### src/design/adclcd_pkg.sv
`default_nettype none

package adclcd_pkg;

  localparam int unsigned SAMPLE_W = 10;
  localparam int unsigned HUND_W   = 9;
  localparam int unsigned DIGIT_W  = 4;
  localparam int unsigned BYTE_W   = 8;
  localparam int unsigned STEP_W   = 4;

  localparam int unsigned QUEUE_DEPTH = 2;
  localparam int unsigned PTR_W       = 1;
  localparam int unsigned CNT_W       = 2;

  localparam logic [BYTE_W-1:0] CMD_ROW1    = 8'h80;
  localparam logic [BYTE_W-1:0] CMD_ROW2    = 8'hC0;
  localparam logic [BYTE_W-1:0] ASCII_ZERO  = 8'h30;
  localparam logic [BYTE_W-1:0] ASCII_DOT   = 8'h2E;
  localparam logic [BYTE_W-1:0] ASCII_SPACE = 8'h20;
  localparam logic [BYTE_W-1:0] ASCII_V     = 8'h56;

  // position of each write inside the run of fifteen
  localparam logic [STEP_W-1:0] STEP_CNT_FIRST  = 4'd0;
  localparam logic [STEP_W-1:0] STEP_CNT_LAST   = 4'd7;
  localparam logic [STEP_W-1:0] STEP_ROW2       = 4'd8;
  localparam logic [STEP_W-1:0] STEP_VOLT_INT   = 4'd9;
  localparam logic [STEP_W-1:0] STEP_DOT        = 4'd10;
  localparam logic [STEP_W-1:0] STEP_VOLT_TENTH = 4'd11;
  localparam logic [STEP_W-1:0] STEP_VOLT_HUND  = 4'd12;
  localparam logic [STEP_W-1:0] STEP_SPACE      = 4'd13;
  localparam logic [STEP_W-1:0] STEP_UNIT       = 4'd14;

  typedef struct packed {
    logic [DIGIT_W-1:0] cnt_th;
    logic [DIGIT_W-1:0] cnt_h;
    logic [DIGIT_W-1:0] cnt_t;
    logic [DIGIT_W-1:0] cnt_o;
    logic [DIGIT_W-1:0] volt_int;
    logic [DIGIT_W-1:0] volt_tenth;
    logic [DIGIT_W-1:0] volt_hund;
  } digits_t;

  typedef struct packed {
    logic               push;
    logic               full;
  } queue_wr_t;

  // splits a value below 100 into tens and ones, tens by reciprocal multiply
  function automatic logic [2*DIGIT_W-1:0] split_tens(input logic [6:0] val);
    logic [14:0]        prod;
    logic [DIGIT_W-1:0] tens;
    logic [6:0]         ones;
    prod = 15'(val) * 15'd205;
    tens = prod[14:11];
    ones = val - (7'(tens) * 7'd10);
    return {tens, ones[DIGIT_W-1:0]};
  endfunction

  function automatic logic [BYTE_W-1:0] to_ascii(input logic [DIGIT_W-1:0] digit);
    return ASCII_ZERO + {4'd0, digit};
  endfunction

endpackage

`default_nettype wire

### src/design/adclcd_front.sv
`default_nettype none

module adclcd_front (
  input  wire                             clk_i,
  input  wire                             rst_ni,
  input  wire                             in_valid_i,
  output logic                            in_stall_o,
  input  wire [adclcd_pkg::SAMPLE_W-1:0]  sample_i,
  output adclcd_pkg::queue_wr_t           wr_o,
  input  wire                             full_i,
  output adclcd_pkg::digits_t             digits_o
);
  import adclcd_pkg::*;

  logic                 a_valid_q, a_valid_d;
  logic [SAMPLE_W-1:0]  s_q;
  logic                 b_valid_q, b_valid_d;
  logic                 th_q;
  logic [DIGIT_W-1:0]   h_q;
  logic [SAMPLE_W-1:0]  r_q;
  logic [HUND_W-1:0]    hund_q;

  logic                 accept;
  logic                 b_adv;

  logic                 th;
  logic [SAMPLE_W-1:0]  rem;
  logic [15:0]          h_prod;
  logic [18:0]          n_prod;
  logic [HUND_W-1:0]    q0;
  logic [18:0]          n_rem;
  logic [HUND_W-1:0]    hund;

  logic [6:0]           r2;
  logic [2*DIGIT_W-1:0] cnt_lo;
  logic [14:0]          v_prod;
  logic [DIGIT_W-1:0]   v_int;
  logic [6:0]           v_rem;
  logic [2*DIGIT_W-1:0] volt_lo;

  assign b_adv      = !b_valid_q || !full_i;
  assign in_stall_o = a_valid_q && !b_adv;
  assign accept     = in_valid_i && !in_stall_o;

  assign wr_o.push  = b_valid_q && !full_i;
  assign wr_o.full  = full_i;

  // stage a: thousands, hundreds of the count and voltage in hundredths
  always_comb begin
    th     = (s_q >= 10'd1000);
    rem    = th ? (s_q - 10'd1000) : s_q;
    h_prod = 16'(rem) * 16'd41;
    n_prod = 19'(s_q) * 19'd500;
    q0     = n_prod[18:10];
    n_rem  = n_prod - (19'(q0) * 19'd1023);
    hund   = q0 + HUND_W'(n_rem >= 19'd1023);
  end

  // stage b: remaining digits
  always_comb begin
    r2      = 7'(r_q - ({6'd0, h_q} * 10'd100));
    cnt_lo  = split_tens(r2);
    v_prod  = 15'(hund_q) * 15'd41;
    v_int   = {1'b0, v_prod[14:12]};
    v_rem   = 7'(hund_q - ({5'd0, v_int} * 9'd100));
    volt_lo = split_tens(v_rem);
  end

  assign digits_o.cnt_th     = {3'd0, th_q};
  assign digits_o.cnt_h      = h_q;
  assign digits_o.cnt_t      = cnt_lo[2*DIGIT_W-1:DIGIT_W];
  assign digits_o.cnt_o      = cnt_lo[DIGIT_W-1:0];
  assign digits_o.volt_int   = v_int;
  assign digits_o.volt_tenth = volt_lo[2*DIGIT_W-1:DIGIT_W];
  assign digits_o.volt_hund  = volt_lo[DIGIT_W-1:0];

  always_comb begin
    if (accept) begin
      a_valid_d = 1'b1;
    end else if (b_adv) begin
      a_valid_d = 1'b0;
    end else begin
      a_valid_d = a_valid_q;
    end
    b_valid_d = b_adv ? a_valid_q : b_valid_q;
  end

  always_ff @(posedge clk_i or negedge rst_ni) begin
    if (!rst_ni) begin
      a_valid_q <= 1'b0;
      b_valid_q <= 1'b0;
    end else begin
      a_valid_q <= a_valid_d;
      b_valid_q <= b_valid_d;
    end
  end

  always_ff @(posedge clk_i) begin
    if (accept) begin
      s_q <= sample_i;
    end
    if (b_adv && a_valid_q) begin
      th_q   <= th;
      h_q    <= h_prod[15:12];
      r_q    <= rem;
      hund_q <= hund;
    end
  end

endmodule

`default_nettype wire

### src/design/adclcd_fifo.sv
`default_nettype none

module adclcd_fifo (
  input  wire                    clk_i,
  input  wire                    rst_ni,
  input  adclcd_pkg::queue_wr_t  wr_i,
  input  adclcd_pkg::digits_t    data_i,
  output logic                   full_o,
  input  wire                    pop_i,
  output logic                   head_valid_o,
  output adclcd_pkg::digits_t    head_o
);
  import adclcd_pkg::*;

  digits_t           mem_q [QUEUE_DEPTH];
  logic [PTR_W-1:0]  wr_ptr_q;
  logic [PTR_W-1:0]  rd_ptr_q;
  logic [CNT_W-1:0]  cnt_q, cnt_d;

  assign full_o       = (cnt_q == CNT_W'(QUEUE_DEPTH));
  assign head_valid_o = (cnt_q != '0);
  assign head_o       = mem_q[rd_ptr_q];

  always_comb begin
    cnt_d = cnt_q;
    if (wr_i.push && !pop_i) begin
      cnt_d = cnt_q + 1'b1;
    end else if (!wr_i.push && pop_i) begin
      cnt_d = cnt_q - 1'b1;
    end
  end

  always_ff @(posedge clk_i or negedge rst_ni) begin
    if (!rst_ni) begin
      wr_ptr_q <= '0;
      rd_ptr_q <= '0;
      cnt_q    <= '0;
    end else begin
      cnt_q <= cnt_d;
      if (wr_i.push) begin
        wr_ptr_q <= wr_ptr_q + 1'b1;
      end
      if (pop_i) begin
        rd_ptr_q <= rd_ptr_q + 1'b1;
      end
    end
  end

  always_ff @(posedge clk_i) begin
    if (wr_i.push) begin
      mem_q[wr_ptr_q] <= data_i;
    end
  end

endmodule

`default_nettype wire

### src/design/adclcd_back.sv
`default_nettype none

module adclcd_back (
  input  wire                          clk_i,
  input  wire                          rst_ni,
  input  wire                          head_valid_i,
  input  adclcd_pkg::digits_t          head_i,
  output logic                         pop_o,
  output logic                         out_valid_o,
  input  wire                          out_stall_i,
  output logic [adclcd_pkg::BYTE_W-1:0] lcd_byte_o,
  output logic                         is_data_o,
  output logic                         last_o
);
  import adclcd_pkg::*;

  logic [STEP_W-1:0]  step_q, step_d;
  logic               valid_q, valid_d;
  logic [BYTE_W-1:0]  byte_q;
  logic               data_q;
  logic               last_q;

  logic               load;
  logic [DIGIT_W-1:0] cnt_digit;
  logic [BYTE_W-1:0]  byte_n;
  logic               data_n;

  assign load  = head_valid_i && (!valid_q || !out_stall_i);
  assign pop_o = load && (step_q == STEP_UNIT);

  always_comb begin
    case (step_q[2:1])
      2'd0:    cnt_digit = head_i.cnt_th;
      2'd1:    cnt_digit = head_i.cnt_h;
      2'd2:    cnt_digit = head_i.cnt_t;
      default: cnt_digit = head_i.cnt_o;
    endcase
  end

  always_comb begin
    byte_n = ASCII_SPACE;
    data_n = 1'b1;
    case (step_q) inside
      [STEP_CNT_FIRST:STEP_CNT_LAST]: begin
        if (!step_q[0]) begin
          byte_n = CMD_ROW1 | {6'd0, step_q[2:1]};
          data_n = 1'b0;
        end else begin
          byte_n = to_ascii(cnt_digit);
        end
      end
      STEP_ROW2: begin
        byte_n = CMD_ROW2;
        data_n = 1'b0;
      end
      STEP_VOLT_INT:   byte_n = to_ascii(head_i.volt_int);
      STEP_DOT:        byte_n = ASCII_DOT;
      STEP_VOLT_TENTH: byte_n = to_ascii(head_i.volt_tenth);
      STEP_VOLT_HUND:  byte_n = to_ascii(head_i.volt_hund);
      STEP_SPACE:      byte_n = ASCII_SPACE;
      STEP_UNIT:       byte_n = ASCII_V;
      default:         byte_n = ASCII_SPACE;
    endcase
  end

  always_comb begin
    step_d  = step_q;
    valid_d = valid_q && out_stall_i;
    if (load) begin
      valid_d = 1'b1;
      step_d  = (step_q == STEP_UNIT) ? STEP_CNT_FIRST : step_q + 1'b1;
    end
  end

  always_ff @(posedge clk_i or negedge rst_ni) begin
    if (!rst_ni) begin
      step_q  <= STEP_CNT_FIRST;
      valid_q <= 1'b0;
    end else begin
      step_q  <= step_d;
      valid_q <= valid_d;
    end
  end

  always_ff @(posedge clk_i) begin
    if (load) begin
      byte_q <= byte_n;
      data_q <= data_n;
      last_q <= (step_q == STEP_UNIT);
    end
  end

  assign out_valid_o = valid_q;
  assign lcd_byte_o  = byte_q;
  assign is_data_o   = data_q;
  assign last_o      = last_q;

endmodule

`default_nettype wire

### src/design/adc_sample_to_lcd_digits.sv
// adc sample to character-lcd write sequence
//
// input channel: in_valid_i / in_stall_o with sample_i, a 10-bit converter
// count. output channel: out_valid_o / out_stall_i with lcd_byte_o,
// is_data_o (0 command, 1 character) and last_o. an item moves on a rising
// edge where valid is high and stall is low.
// every input item yields fifteen writes: four cursor/digit pairs for the
// raw count on row one, then the row-two cursor and the voltage as "d.dd V".
// last_o marks the fifteenth write.
// the first write of a run is shown once the item has passed the input
// register, digit stage, queue and output register.
// throughput: one write per cycle while the receiver does not stall, set
// by the output sequencer; a two-entry queue lets the converter take up to
// three further items while a run is still being written.
// reset clears every valid flag, the write counter and the queue pointers
// and count; nothing else needs clearing. while the receiver stalls the
// output holds its write, the queue fills, and then in_stall_o rises.
`default_nettype none

module adc_sample_to_lcd_digits (
  input  wire                           clk_i,
  input  wire                           rst_ni,
  input  wire                           in_valid_i,
  output logic                          in_stall_o,
  input  wire [adclcd_pkg::SAMPLE_W-1:0] sample_i,
  output logic                          out_valid_o,
  input  wire                           out_stall_i,
  output logic [adclcd_pkg::BYTE_W-1:0] lcd_byte_o,
  output logic                          is_data_o,
  output logic                          last_o
);
  import adclcd_pkg::*;

  queue_wr_t wr;
  digits_t   wr_data;
  logic      full;
  logic      head_valid;
  digits_t   head;
  logic      pop;

  adclcd_front u_front (
    .clk_i      (clk_i),
    .rst_ni     (rst_ni),
    .in_valid_i (in_valid_i),
    .in_stall_o (in_stall_o),
    .sample_i   (sample_i),
    .wr_o       (wr),
    .full_i     (full),
    .digits_o   (wr_data)
  );

  adclcd_fifo u_fifo (
    .clk_i        (clk_i),
    .rst_ni       (rst_ni),
    .wr_i         (wr),
    .data_i       (wr_data),
    .full_o       (full),
    .pop_i        (pop),
    .head_valid_o (head_valid),
    .head_o       (head)
  );

  adclcd_back u_back (
    .clk_i        (clk_i),
    .rst_ni       (rst_ni),
    .head_valid_i (head_valid),
    .head_i       (head),
    .pop_o        (pop),
    .out_valid_o  (out_valid_o),
    .out_stall_i  (out_stall_i),
    .lcd_byte_o   (lcd_byte_o),
    .is_data_o    (is_data_o),
    .last_o       (last_o)
  );

  a_cmd_top_bit: assert property (@(posedge clk_i) disable iff (!rst_ni)
    out_valid_o && !is_data_o |-> lcd_byte_o[7])
    else $error("command write without address bit");

  a_last_is_unit: assert property (@(posedge clk_i) disable iff (!rst_ni)
    out_valid_o && last_o |-> (lcd_byte_o == ASCII_V) && is_data_o)
    else $error("final write of a run is not the unit character");

  a_pop_nonempty: assert property (@(posedge clk_i) disable iff (!rst_ni)
    pop |-> head_valid)
    else $error("queue popped while empty");

  a_push_not_full: assert property (@(posedge clk_i) disable iff (!rst_ni)
    wr.push |-> !full)
    else $error("queue written while full");

endmodule

`default_nettype wire
### config.mk
export PLATFORM = sky130hd
export DESIGN_NAME = adc_sample_to_lcd_digits
export DESIGN_NICKNAME = d
export VERILOG_FILES = /design/src/design/adclcd_pkg.sv /design/src/design/adclcd_front.sv /design/src/design/adclcd_fifo.sv /design/src/design/adclcd_back.sv /design/src/design/adc_sample_to_lcd_digits.sv
export SDC_FILE = /design/constraint.sdc
export NUM_CORES = 1
export LEC_CHECK = 0
export BUFFER_PORTS_ARGS = -buffer_cell sky130_fd_sc_hd__buf_2
export CAP_MARGIN = 5
export CORE_MARGIN = 4
export CORE_UTILIZATION = 30
export CTS_BUF_LIST = sky130_fd_sc_hd__clkbuf_8
export CTS_CLUSTER_SIZE = 14
export DETAILED_ROUTE_END_ITERATION = 12
export PLACE_DENSITY = 0.53
export RECOVER_POWER = 100
export REMOVE_ABC_BUFFERS = 1
export SYNTH_ARGS = -nofsm -noshare
export SYNTH_HDL_FRONTEND = slang
export SYNTH_HIERARCHICAL = 1
export SYNTH_SLANG_ARGS = --single-unit
### constraint.sdc
create_clock -name clk_i -period 14.7 [get_ports clk_i]
set_clock_uncertainty 0.2 [all_clocks]
set_input_delay 1.47 -clock clk_i [delete_from_list [all_inputs] [get_ports clk_i]]
set_output_delay 1.47 -clock clk_i [all_outputs]
set_load 0.01 [all_outputs]
==> impl_metrics.yaml <==
routing:
  drt_wl_total_um: 23100
  antenna_left: 0
  initialDrtViolationCount: 314
  num_vias: 7477
  wl_per_cell_um: 13.9
  drt_pass1_iterations: 5
  route.detailed.drc: 0
  avgViaCountPerCell: 4.50
sta:
  finalSetupViolations: 0
  worstMarginPinSlew_ns: 2.90
  rsz0062_at_grt: "false"
  tns_ns: 0
  hold_violations: 0
  slew_violations: 128
  min_period_over_period_pct: 77.3
  slew_headroom_pct: -94.9
  fin_crit_ns: 11.36
  fmaxAchievable_ghz: 0.0880
logic_synthesis:
  syn_area_per_cell_um2: 11.0
  ys_warn_count: 6
  synthCells: 1104
  syn_area_um2: 12200
final_layout:
  nets: 1481
  syn2layout_area_growth_pct: 6.99
  n_antenna_cell: 0
  layout.cells.most_common: "ha_1"
  layout_common_cells: "237 x ha_1, 229 x inv_1, 99 x fa_1, 97 x edfxtp_1, 52 x xnor2_1"
  nFillCells: 4035
  drive_gt1_share_pct: 6.95
worst_setup_path:
  path_common_cell: "inv_1"
  critPathKind: "flip-flop to flip-flop"
  critPathMaxFanout: 9
  crit_path_end_kind: "flip-flop"
  worstPathArrival_ns: 11.27
  slowest_delay_ns: 0.71
  slowest_stage: "fa_1"
  cp.required_ns: 14.61
  worst_setup_path_start_kind: "flip-flop"
clock_tree:
  clockBufferDepth: 2
  htreeDepth: 3
  post_cts_buffers: 0
  clkTransAtPathRegs_ns: 0.11
  post_cts_resized: 0
  cts-root-buf: "clkbuf_8"
  cts-buffers-inserted: 9
  holdBufCountCts: 0
  clock_latency_ns: 0.39
  clkSinkCount: 108
  cts_tree: "done"
die:
  die-area_um2: 43900
  dieWidth_um: 210
  die_y_um: 210
  initial_core_util_pct: 30.6
  io_pins: 26
  num_rows: 73
  core_area_um2: 39900
global_route:
  gr-total-overflow: 0
  grt_pass1_wl_um: 38900
  antenna_found_initial: 0
  grt_start_max_net_pins: 30
  grt_pass1_vias: 7629
  grt_usage_pct: 10.7
place:
  hpwl_um: 19100
  gp_congestion: 0.847
  io_buffers: 25
flow_run:
  maxCapViolCount: 5
run_status:
  outcome: "finished with violations"
  violations: "max-capacitance violations, max-slew violations"
min_path:
  hold_path.class: "flip-flop to flip-flop"
## critical path: cells and delay by family (launching register included)
kind	cells	cell delay [ns]
buf+inv	8	0.53
simple gates	6	0.87
compound gates	11	2.16
xor+xnor	5	1.09
fa+ha+maj	13	5.66
flops	1	0.58
## per-layer routing
metal	track usage, %	vias up	share of wire, %
li1	-	3754	-
met1	14.9	3641	49
met2	18.0	65	48
met3	1.48	17	2.2
met4	2.07	0	0.99
met5	0	-	0
## registers in the layout (all words and copies together), names as in the netlist, 2 cells and up
name and count:
u_fifo/mem_q 56, u_front/s_q 10, u_front/hund_q 9, u_back/lcd_byte_o 8
u_front/r_q 7, u_back/step_q 4, u_front/h_q 4, u_fifo/cnt_q 2
## area by class of cell
| cell class | count | area, um2 | area share, % |
|---|---|---|---|
| clock inverters | 7 | 92.6 | 0.710 |
| inverters | 228 | 870 | 6.67 |
| multi-input cells | 751 | 7970 | 61.1 |
| clock buffers | 9 | 124 | 0.949 |
| well taps | 525 | 657 | 5.03 |
| repair buffers | 33 | 150 | 1.15 |
| flip-flops and latches | 108 | 3190 | 24.4 |
## through the flow
step | utilization, % | hold WS (ns) | instance area, um2 | instances | worst slack (ns)
finish | 32.7 | 0.256 | 13000 | 1661 | 3.34
global route | 32.7 | 0.293 | 13000 | 1661 | 2.52
CTS | 32.8 | 0.269 | 13100 | 1661 | 3.62
detailed placement | 32.3 | 0.241 | 12900 | 1645 | 3.65
global placement | 32.3 | 0.226 | 12900 | 1645 | 3.88
floorplan | - | 0.221 | 12000 | 1087 | 4.54
## path summary, 6_finish.rpt
check | start | to | slack [ns] | cells past startpoint
worst max-delay path | u_front/s_q[0] | u_front/hund_q[7] | 3.34 | 43
worst min-delay path | u_front/th_q | u_fifo/mem_q[1][24] | 0.26 | 0
worst max register to register | u_front/s_q[0] | u_front/hund_q[7] | 3.34 | 43
worst min register to register | u_front/th_q | u_fifo/mem_q[1][24] | 0.26 | 0
max in group asynchronous | rst_ni | u_front/a_valid_q | 12.90 | 1
min in group asynchronous | rst_ni | u_back/out_valid_o | 0.93 | 1
Power is not shown: default switching activity piles up to over one toggle a cycle in this logic, so the estimate is an artifact.
